$ cat config.mk
export PLATFORM = sky130hd
export DESIGN_NAME = detector_cell_decode_top
export DESIGN_NICKNAME = d
export VERILOG_FILES = /design/src/design/dcd_pkg.sv /design/src/design/dcd_accum.sv /design/src/design/dcd_compute.sv /design/src/design/detector_cell_decode_top.sv
export VERILOG_INCLUDE_DIRS = /design/src /design/src/design
export SDC_FILE = /design/constraint.sdc
export NUM_CORES = 2
export LEC_CHECK = 0
export BUFFER_PORTS_ARGS = -buffer_cell sky130_fd_sc_hd__buf_2
export CAP_MARGIN = 20
export CORE_MARGIN = 4
export CORE_UTILIZATION = 40
export CTS_CLUSTER_SIZE = 20
export DETAILED_ROUTE_END_ITERATION = 16
export PLACE_DENSITY = 0.57
export SETUP_SLACK_MARGIN = 0.1
export SLEW_MARGIN = 20
export SYNTH_ARGS = -nofsm -noshare
export SYNTH_HDL_FRONTEND = slang
export SYNTH_HIERARCHICAL = 1
export SYNTH_SLANG_ARGS = --single-unit
$ cat constraint.sdc
create_clock -name clk -period 44.8 [get_ports clk]
set_input_delay 6.72 -clock clk [delete_from_list [all_inputs] [get_ports clk]]
set_output_delay 6.72 -clock clk [all_outputs]
set_load 0.005 [all_outputs]
$ cat src/design/detector_cell_decode_top_macros.svh
// Assertion macros shared by the decoder modules.
// Each macro expects signals named clk and rst in the module that uses it.
`ifndef DETECTOR_CELL_DECODE_TOP_MACROS_SVH
`define DETECTOR_CELL_DECODE_TOP_MACROS_SVH

// Consequent must hold in the same cycle as the antecedent.
`define DCD_ASSERT_NOW(lbl, ante, cons, msg) \
  lbl: assert property (@(posedge clk) disable iff (rst) (ante) |-> (cons)) else $error(msg);

// Consequent must hold in the cycle after the antecedent.
`define DCD_ASSERT_NEXT(lbl, ante, cons, msg) \
  lbl: assert property (@(posedge clk) disable iff (rst) (ante) |=> (cons)) else $error(msg);

`endif

$ cat src/design/dcd_pkg.sv
package dcd_pkg;

  localparam int DEF_MAX_CLASSES = 80;

  localparam int VAL_W = 16;
  localparam int PIX_W = 13;
  localparam int EDGE_W = 14;
  localparam int CLS_W = 8;
  localparam int POS_W = 9;

  // Configuration register indexes
  localparam logic [1:0] CFG_CONF_THRESHOLD = 2'd0;
  localparam logic [1:0] CFG_IMAGE_WIDTH = 2'd1;
  localparam logic [1:0] CFG_IMAGE_HEIGHT = 2'd2;
  localparam logic [1:0] CFG_NUM_CLASSES = 2'd3;

  // Configuration reset values
  localparam logic [15:0] RST_CONF_THRESHOLD = 16'd11469;
  localparam logic [12:0] RST_IMAGE_WIDTH = 13'd640;
  localparam logic [12:0] RST_IMAGE_HEIGHT = 13'd640;
  localparam logic [7:0] RST_NUM_CLASSES = 8'd80;

  // Fixed positions inside a cell
  localparam logic [8:0] POS_OBJ = 9'd4;
  localparam logic [8:0] POS_FIRST_CLASS = 9'd5;

  // One finished cell, handed from the accumulator to the decode stage
  typedef struct packed {
    logic [3:0][VAL_W-1:0] box;
    logic [VAL_W-1:0] obj;
    logic [VAL_W-1:0] best_score;
    logic [CLS_W-1:0] best_class;
  } cell_t;

endpackage

$ cat src/design/dcd_accum.sv
`include "detector_cell_decode_top_macros.svh"

module dcd_accum #(
  parameter int MAX_CLASSES = dcd_pkg::DEF_MAX_CLASSES
) (
  input  logic clk,
  input  logic rst,
  input  logic in_valid,
  output logic in_stall,
  input  logic [dcd_pkg::VAL_W-1:0] value,
  input  logic [7:0] num_classes,
  input  logic cell_take,
  output logic cell_valid,
  output dcd_pkg::cell_t cell_data
);

  localparam logic [8:0] MAX_C9 = 9'(MAX_CLASSES);

  logic [dcd_pkg::POS_W-1:0] position;
  logic [3:0][dcd_pkg::VAL_W-1:0] box;
  logic [dcd_pkg::VAL_W-1:0] obj;
  logic [dcd_pkg::VAL_W-1:0] best_score;
  logic [dcd_pkg::CLS_W-1:0] best_class;

  logic in_accept;
  logic [8:0] n_eff;
  logic last_beat;
  logic take_new;
  logic [dcd_pkg::VAL_W-1:0] best_score_next;
  logic [dcd_pkg::CLS_W-1:0] best_class_next;
  logic [dcd_pkg::CLS_W-1:0] cls;

  // Hold input while a finished cell cannot leave
  assign in_stall = cell_valid & ~cell_take;
  assign in_accept = in_valid & ~in_stall;

  always_comb begin
    if (num_classes == 8'd0) begin
      n_eff = 9'd1;
    end else if ({1'b0, num_classes} > MAX_C9) begin
      n_eff = MAX_C9;
    end else begin
      n_eff = {1'b0, num_classes};
    end
  end

  assign cls = 8'(position - dcd_pkg::POS_FIRST_CLASS);
  assign take_new = (position == dcd_pkg::POS_FIRST_CLASS) || (value > best_score);
  assign best_score_next = take_new ? value : best_score;
  assign best_class_next = take_new ? cls : best_class;
  assign last_beat = (position >= dcd_pkg::POS_FIRST_CLASS) &&
                     (position >= dcd_pkg::POS_OBJ + n_eff);

  always_ff @(posedge clk) begin
    if (rst) begin
      position <= '0;
    end else if (in_accept) begin
      if (last_beat) begin
        position <= '0;
      end else begin
        position <= position + 9'd1;
      end
    end
  end

  always_ff @(posedge clk) begin
    if (in_accept) begin
      if (position < dcd_pkg::POS_OBJ) begin
        box[position[1:0]] <= value;
      end else if (position == dcd_pkg::POS_OBJ) begin
        obj <= value;
      end else begin
        best_score <= best_score_next;
        best_class <= best_class_next;
      end
    end
  end

  always_ff @(posedge clk) begin
    if (rst) begin
      cell_valid <= 1'b0;
    end else if (in_accept && last_beat) begin
      cell_valid <= 1'b1;
    end else if (cell_take) begin
      cell_valid <= 1'b0;
    end
  end

  always_ff @(posedge clk) begin
    if (in_accept && last_beat) begin
      cell_data.box <= box;
      cell_data.obj <= obj;
      cell_data.best_score <= best_score_next;
      cell_data.best_class <= best_class_next;
    end
  end

  `DCD_ASSERT_NEXT(a_cell_close, in_accept && last_beat, cell_valid && position == '0, "open cell")
  `DCD_ASSERT_NOW(a_cell_source, $rose(cell_valid), $past(in_accept), "orphan cell")
  `DCD_ASSERT_NOW(a_pos_bound, in_valid, position <= dcd_pkg::POS_OBJ + MAX_C9, "position overrun")

endmodule

$ cat src/design/dcd_compute.sv
`include "detector_cell_decode_top_macros.svh"

module dcd_compute (
  input  logic clk,
  input  logic rst,
  input  logic cell_valid,
  input  dcd_pkg::cell_t cell_data,
  output logic cell_take,
  input  logic [15:0] conf_threshold,
  input  logic [12:0] image_width,
  input  logic [12:0] image_height,
  output logic out_valid,
  input  logic out_stall,
  output logic [7:0] class_idx,
  output logic [15:0] score,
  output logic [12:0] center_x,
  output logic [12:0] center_y,
  output logic [12:0] box_width,
  output logic [12:0] box_height,
  output logic signed [13:0] left,
  output logic signed [13:0] top
);

  function automatic logic [12:0] scale_pix(input logic [15:0] v, input logic [12:0] s);
    logic [28:0] p;
    p = v * s;
    return (p[28:15] > 14'd8191) ? 13'd8191 : p[27:15];
  endfunction

  function automatic logic [13:0] edge_pix(input logic [15:0] c, input logic [15:0] s,
                                           input logic [12:0] sc);
    logic signed [18:0] d;
    logic signed [32:0] num;
    logic signed [32:0] adj;
    logic signed [16:0] q;
    d = $signed({2'b00, c, 1'b0}) - $signed({3'b000, s});
    num = d * $signed({1'b0, sc});
    adj = (num < 0) ? num + 33'sd65535 : num;
    q = 17'(adj >>> 16);
    if (q > 17'sd8191) begin
      return 14'h1FFF;
    end else if (q < -17'sd8192) begin
      return 14'h2000;
    end else begin
      return q[13:0];
    end
  endfunction

  logic [31:0] prod;
  logic [15:0] score_c;
  logic pass;

  assign prod = cell_data.obj * cell_data.best_score;
  assign score_c = prod[31] ? 16'hFFFF : prod[30:15];
  assign pass = (cell_data.obj >= conf_threshold) && (score_c >= conf_threshold);

  // Advance when the result register is empty or being drained
  assign cell_take = cell_valid & (~out_valid | ~out_stall);

  always_ff @(posedge clk) begin
    if (rst) begin
      out_valid <= 1'b0;
    end else if (cell_take) begin
      out_valid <= pass;
    end else if (out_valid && !out_stall) begin
      out_valid <= 1'b0;
    end
  end

  always_ff @(posedge clk) begin
    if (cell_take && pass) begin
      class_idx <= cell_data.best_class;
      score <= score_c;
      center_x <= scale_pix(cell_data.box[0], image_width);
      center_y <= scale_pix(cell_data.box[1], image_height);
      box_width <= scale_pix(cell_data.box[2], image_width);
      box_height <= scale_pix(cell_data.box[3], image_height);
      left <= $signed(edge_pix(cell_data.box[0], cell_data.box[2], image_width));
      top <= $signed(edge_pix(cell_data.box[1], cell_data.box[3], image_height));
    end
  end

  `DCD_ASSERT_NOW(a_out_source, $rose(out_valid), $past(cell_valid), "orphan result")
  `DCD_ASSERT_NEXT(a_no_pass_no_out, cell_take && !pass, !out_valid, "failed cell produced a result")

endmodule

$ cat src/design/detector_cell_decode_top.sv
// Detector cell decoder.
// Input (in_valid / in_stall / value): one Q1.15 beat per cycle unless stalled,
// each cell in order: x, y, w, h, objectness, then num_classes class scores.
// Output channel (out_valid / out_stall / class_idx ... top): one detection beat
// for each cell that passes the confidence threshold; failing cells emit nothing.
// Configuration: cfg_we writes cfg_data into register cfg_index at the clock
// edge (0 threshold, 1 image width, 2 image height, 3 class count).
// Throughput: one input beat per cycle, sustained. The input stalls only when a
// decoded cell waits in the decode stage while the result register is held.
// Pipeline: two register stages. The edge that accepts the last class beat
// loads the cell register; the cell moves on into the result register when
// that is empty or being drained, and the detection is offered from there.
// The running argmax is one compare per beat; the decode stage holds the score
// product and the six pixel products side by side between two registers.
// Reset (rst, synchronous): restores the register defaults, restarts the cell
// at its first box value and drops any pending detection.
// Receiver stall: the result register holds its beat; one more finished cell
// can wait behind it before the input is stalled.
module detector_cell_decode_top #(
  parameter int MAX_CLASSES = dcd_pkg::DEF_MAX_CLASSES
) (
  input  logic clk,
  input  logic rst,
  input  logic cfg_we,
  input  logic [1:0] cfg_index,
  input  logic [15:0] cfg_data,
  input  logic in_valid,
  output logic in_stall,
  input  logic [15:0] value,
  output logic out_valid,
  input  logic out_stall,
  output logic [7:0] class_idx,
  output logic [15:0] score,
  output logic [12:0] center_x,
  output logic [12:0] center_y,
  output logic [12:0] box_width,
  output logic [12:0] box_height,
  output logic signed [13:0] left,
  output logic signed [13:0] top
);

  logic [15:0] conf_threshold;
  logic [12:0] image_width;
  logic [12:0] image_height;
  logic [7:0] num_classes;

  // Handshake between accumulator and decode stage
  logic cell_valid;
  logic cell_take;
  dcd_pkg::cell_t cell_data;

  // Register file: decode the index, keep only the register's own width
  always_ff @(posedge clk) begin
    if (rst) begin
      conf_threshold <= dcd_pkg::RST_CONF_THRESHOLD;
      image_width <= dcd_pkg::RST_IMAGE_WIDTH;
      image_height <= dcd_pkg::RST_IMAGE_HEIGHT;
      num_classes <= dcd_pkg::RST_NUM_CLASSES;
    end else if (cfg_we) begin
      unique case (cfg_index)
        dcd_pkg::CFG_CONF_THRESHOLD: conf_threshold <= cfg_data;
        dcd_pkg::CFG_IMAGE_WIDTH: image_width <= cfg_data[12:0];
        dcd_pkg::CFG_IMAGE_HEIGHT: image_height <= cfg_data[12:0];
        dcd_pkg::CFG_NUM_CLASSES: num_classes <= cfg_data[7:0];
        default: ;
      endcase
    end
  end

  // Collect box, objectness and the running argmax; close the cell on the
  // last class beat
  dcd_accum #(
    .MAX_CLASSES(MAX_CLASSES)
  ) u_accum (
    .clk(clk),
    .rst(rst),
    .in_valid(in_valid),
    .in_stall(in_stall),
    .value(value),
    .num_classes(num_classes),
    .cell_take(cell_take),
    .cell_valid(cell_valid),
    .cell_data(cell_data)
  );

  // Score, threshold test and pixel scaling into the result register
  dcd_compute u_compute (
    .clk(clk),
    .rst(rst),
    .cell_valid(cell_valid),
    .cell_data(cell_data),
    .cell_take(cell_take),
    .conf_threshold(conf_threshold),
    .image_width(image_width),
    .image_height(image_height),
    .out_valid(out_valid),
    .out_stall(out_stall),
    .class_idx(class_idx),
    .score(score),
    .center_x(center_x),
    .center_y(center_y),
    .box_width(box_width),
    .box_height(box_height),
    .left(left),
    .top(top)
  );

endmodule

==> results by group <==
Status
  • Outcome: finished, final reports clean

Timing
  • Setup TNS Final: 0 ns
  • Max-slew violations: 0
  • Final-report hold violation count: 0
  • RSZ-0062 raised after global routing: no
  • Final min period: 14.47 ns
  • # setup viols final: 0
  • Fin crit share: 32.3%
  • Worst Tran Pin Value: 0.985 ns
  • Hold_ws: 0.387 ns
  • Final Skew: 0.0403 ns
  • Max-slew headroom: 34.4%
  • Fmax: 69.1 MHz

Clock network
  • Root Buffer: clkbuf_16
  • CTS clk-pin slew, worst paths: 0.06 ns
  • Clk_lat worst skew: 0.67 ns
  • CTS Hold Bufs: 0
  • Setup Buffers After CTS: 0
  • Clock sinks: 373
  • Max H-tree Level: 2
  • Post-cts sizing count: 0
  • CTS tree: yes
  • CTS Buf Count: 46
  • CTS max path bufs: 3

Drt
  • WL final: 165000 microns
  • First-pass DRT Iterations: 7
  • Vias post-DR: 46370
  • Residual DRC: 0
  • Vias per inst: 5.01
  • Final ANT Viol Nets: 0
  • Initial DRC Count: 2280
  • Wire per inst: 17.8 microns

Floorplan
  • Die height: 418 microns
  • Die width: 418 microns
  • Starting Density: 40.2%
  • Die area: 175000 sq um
  • I/O Pins: 145
  • # rows: 150
  • Placeable Area: 167000 sq um

Layout
  • # nets final: 8935
  • N_diodes: 0
  • Area grow syn2layout: 7.07%
  • Final core occ: 43.1%
  • # fillers: 16177
  • Share of cells above drive strength 1: 6.43%
  • Fin cells: 9253

Logic synthesis
  • Post-synthesis compound-gate area fraction: 5.48%
  • Share of the synthesized area in the top cell type: 37.4%
  • Avg Cell Area, Syn: 9.58 sq um
  • Yosys Warn Count: 6
  • Most instantiated cells after synthesis: inv_1, fa_1, nand2_1
  • Synthesized flop and latch total: 373
  • Post-synthesis xor/xnor area fraction: 2.28%
  • Seq/Total Area, Yosys: 15.8%
  • Post-Synth Simple-Gate Area: 15.9%
  • Post-Synth Adder-Cell Area: 49.1%
  • Mapped cell area: 67200 sq um
  • Post-synth EDFFs: 312
  • Ys flop type: edfxtp_1
  • Top-count cell post-synth: inv_1
  • Top post-synthesis cells by area: fa_1, edfxtp_1, ha_1, inv_1, nand2_1
  • Synth unique cells: 112
  • Largest family of logic cells by synthesized area: adder cells
  • Area leader, netlist: fa_1
  • Post-synthesis mux area share: 1.34%
  • FFs w/ async S/R, synth: 0%
  • Post-Synthesis Cells: 7014

Job
  • Total of max-cap violations: 0

Hold path
  • Class of the worst hold path: flop to flop

Power and ir drop
  • Power density over the cells: 20.3 nW/um^2
  • Peak VDD IR: 26.9 uV
  • Lkg Pwr: 0.0349 uW
  • PnR Total Power: 1460 uW

Global routing
  • First-pass GRT wire length: 272000 microns
  • Pin count of the biggest net entering global routing: 89
  • GR Overflow Total: 0
  • Vias in the first global route: 50181
  • GR Util All Layers: 19.4%
  • Antenna violations before repair: 6

Setup path
  • CP Class: input port to primary output
  • Max incr delay on CP: 0.24 ns
  • Critical path's most frequent cell: buf_2
  • Worst setup EP type: primary output
  • Startpoint types: input port
  • Critical-path top delay cell: nand2b_1
  • CP required: 38.08 ns
  • Worst Path Max Fanout: 4
  • CP arrival: 7.75 ns
  • CP cell instances: buf_2, nand2_1, and2_1, nand2b_1, inv_1, buf_2

Place
  • GPL Wtd Cong: 0.847
  • DPL Wire Length: 126000 microns
  • Port Buffers: 144
  • Cells after DPL: 9167
==> worst max-delay path: cells and delay by family <==
kind	cells	cell delay, ns
buf+inv	3	0.46
simple gates	3	0.57
==> logic make-up (layout without fill, tap and decap cells) <==
group,Yosys count,count (layout)
xor gates and xnor gates,172,172
adders and majority gates,1885,1885
DFF,373,373
buffers and inverters,1783,1817
AOI/OAI and AO/OA,550,550
other,1,2
muxes,80,80
and+or+nand+nor,2170,2170
==> placed cells by master, fill, tap and decap left out, drive strengths merged, types with 34 or more instances in the layout <==
cell / instances
ha: 630
and2: 611
nand2: 1031
mux2i: 56
nor2: 150
o21ai: 115
xnor2: 104
buf: 257
inv: 1486
nor2b: 53
fa: 1255
xor2: 67
nand3: 56
a21oi: 172
nand2b: 93
clkbuf: 51
edfxtp: 312
dfxtp: 61
o21a: 34
nor3: 59
a21o: 63
==> sequential cells by signal, indices dropped and copies added (netlist names) <==
register,flops
conf_threshold,16
image_height,13
image_width,13
num_classes,8
u_accum/best_class,8
u_accum/best_score,16
u_accum/box,64
u_accum/cell_data,104
u_accum/cell_valid,1
u_accum/obj,16
u_accum/position,9
u_compute/box_height,13
u_compute/box_width,13
u_compute/center_x,13
u_compute/center_y,13
u_compute/class_idx,8
u_compute/left,14
u_compute/out_valid,1
u_compute/score,16
u_compute/top,14
==> where the power goes <==
| part | total (uW) | internal, uW | switching [uW] |
|---|---|---|---|
| Clock | 397 | 221 | 177 |
| Combinational | 665 | 267 | 398 |
| Sequential | 396 | 394 | 2.74 |
| Total | 1460 | 881 | 577 |
==> per-layer routing <==
layer	vias to the layer above	part of all wire (%)	track usage, %
met5	-	0	0
met4	0	2.3	4.57
met3	186	4.4	2.16
met2	957	48	33.0
met1	23817	45	26.6
li1	21410	-	-
==> worst paths after layout <==
| path | depth (start not counted) | slack [ns] | end | startpoint |
|---|---|---|---|---|
| worst min-delay path | 0 | 0.39 | u_accum/cell_data[56] | u_accum/box[16] |
| worst min register to register | 0 | 0.39 | u_accum/cell_data[56] | u_accum/box[16] |
| worst max-delay path | 6 | 30.33 | in_stall | out_stall |
| worst max register to register | 31 | 33.70 | u_compute/left[12] | u_accum/cell_data[34] |
==> stage by stage <==
stage | area (sq um) | setup slack (ns)
floorplan | 67200 | 25.83
global placement | 70300 | 30.32
detailed placement | 70300 | 30.32
CTS | 71900 | 30.31
global route | 71900 | 30.28
finish | 71900 | 30.33
==> cell type report <==
| type | instances | area (sq um) | area share [%] |
|---|---|---|---|
| Multi-Input combinational cell | 4859 | 49900 | 69.3 |
| Timing Repair Buffer | 257 | 1570 | 2.18 |
| Tap cell | 2204 | 2760 | 3.83 |
| Clock buffer | 51 | 1220 | 1.70 |
| Sequential cell | 373 | 10600 | 14.7 |
| Inverter | 1474 | 5530 | 7.69 |
| Clock inverter | 35 | 374 | 0.520 |
(Power assumes the default switching activity.)
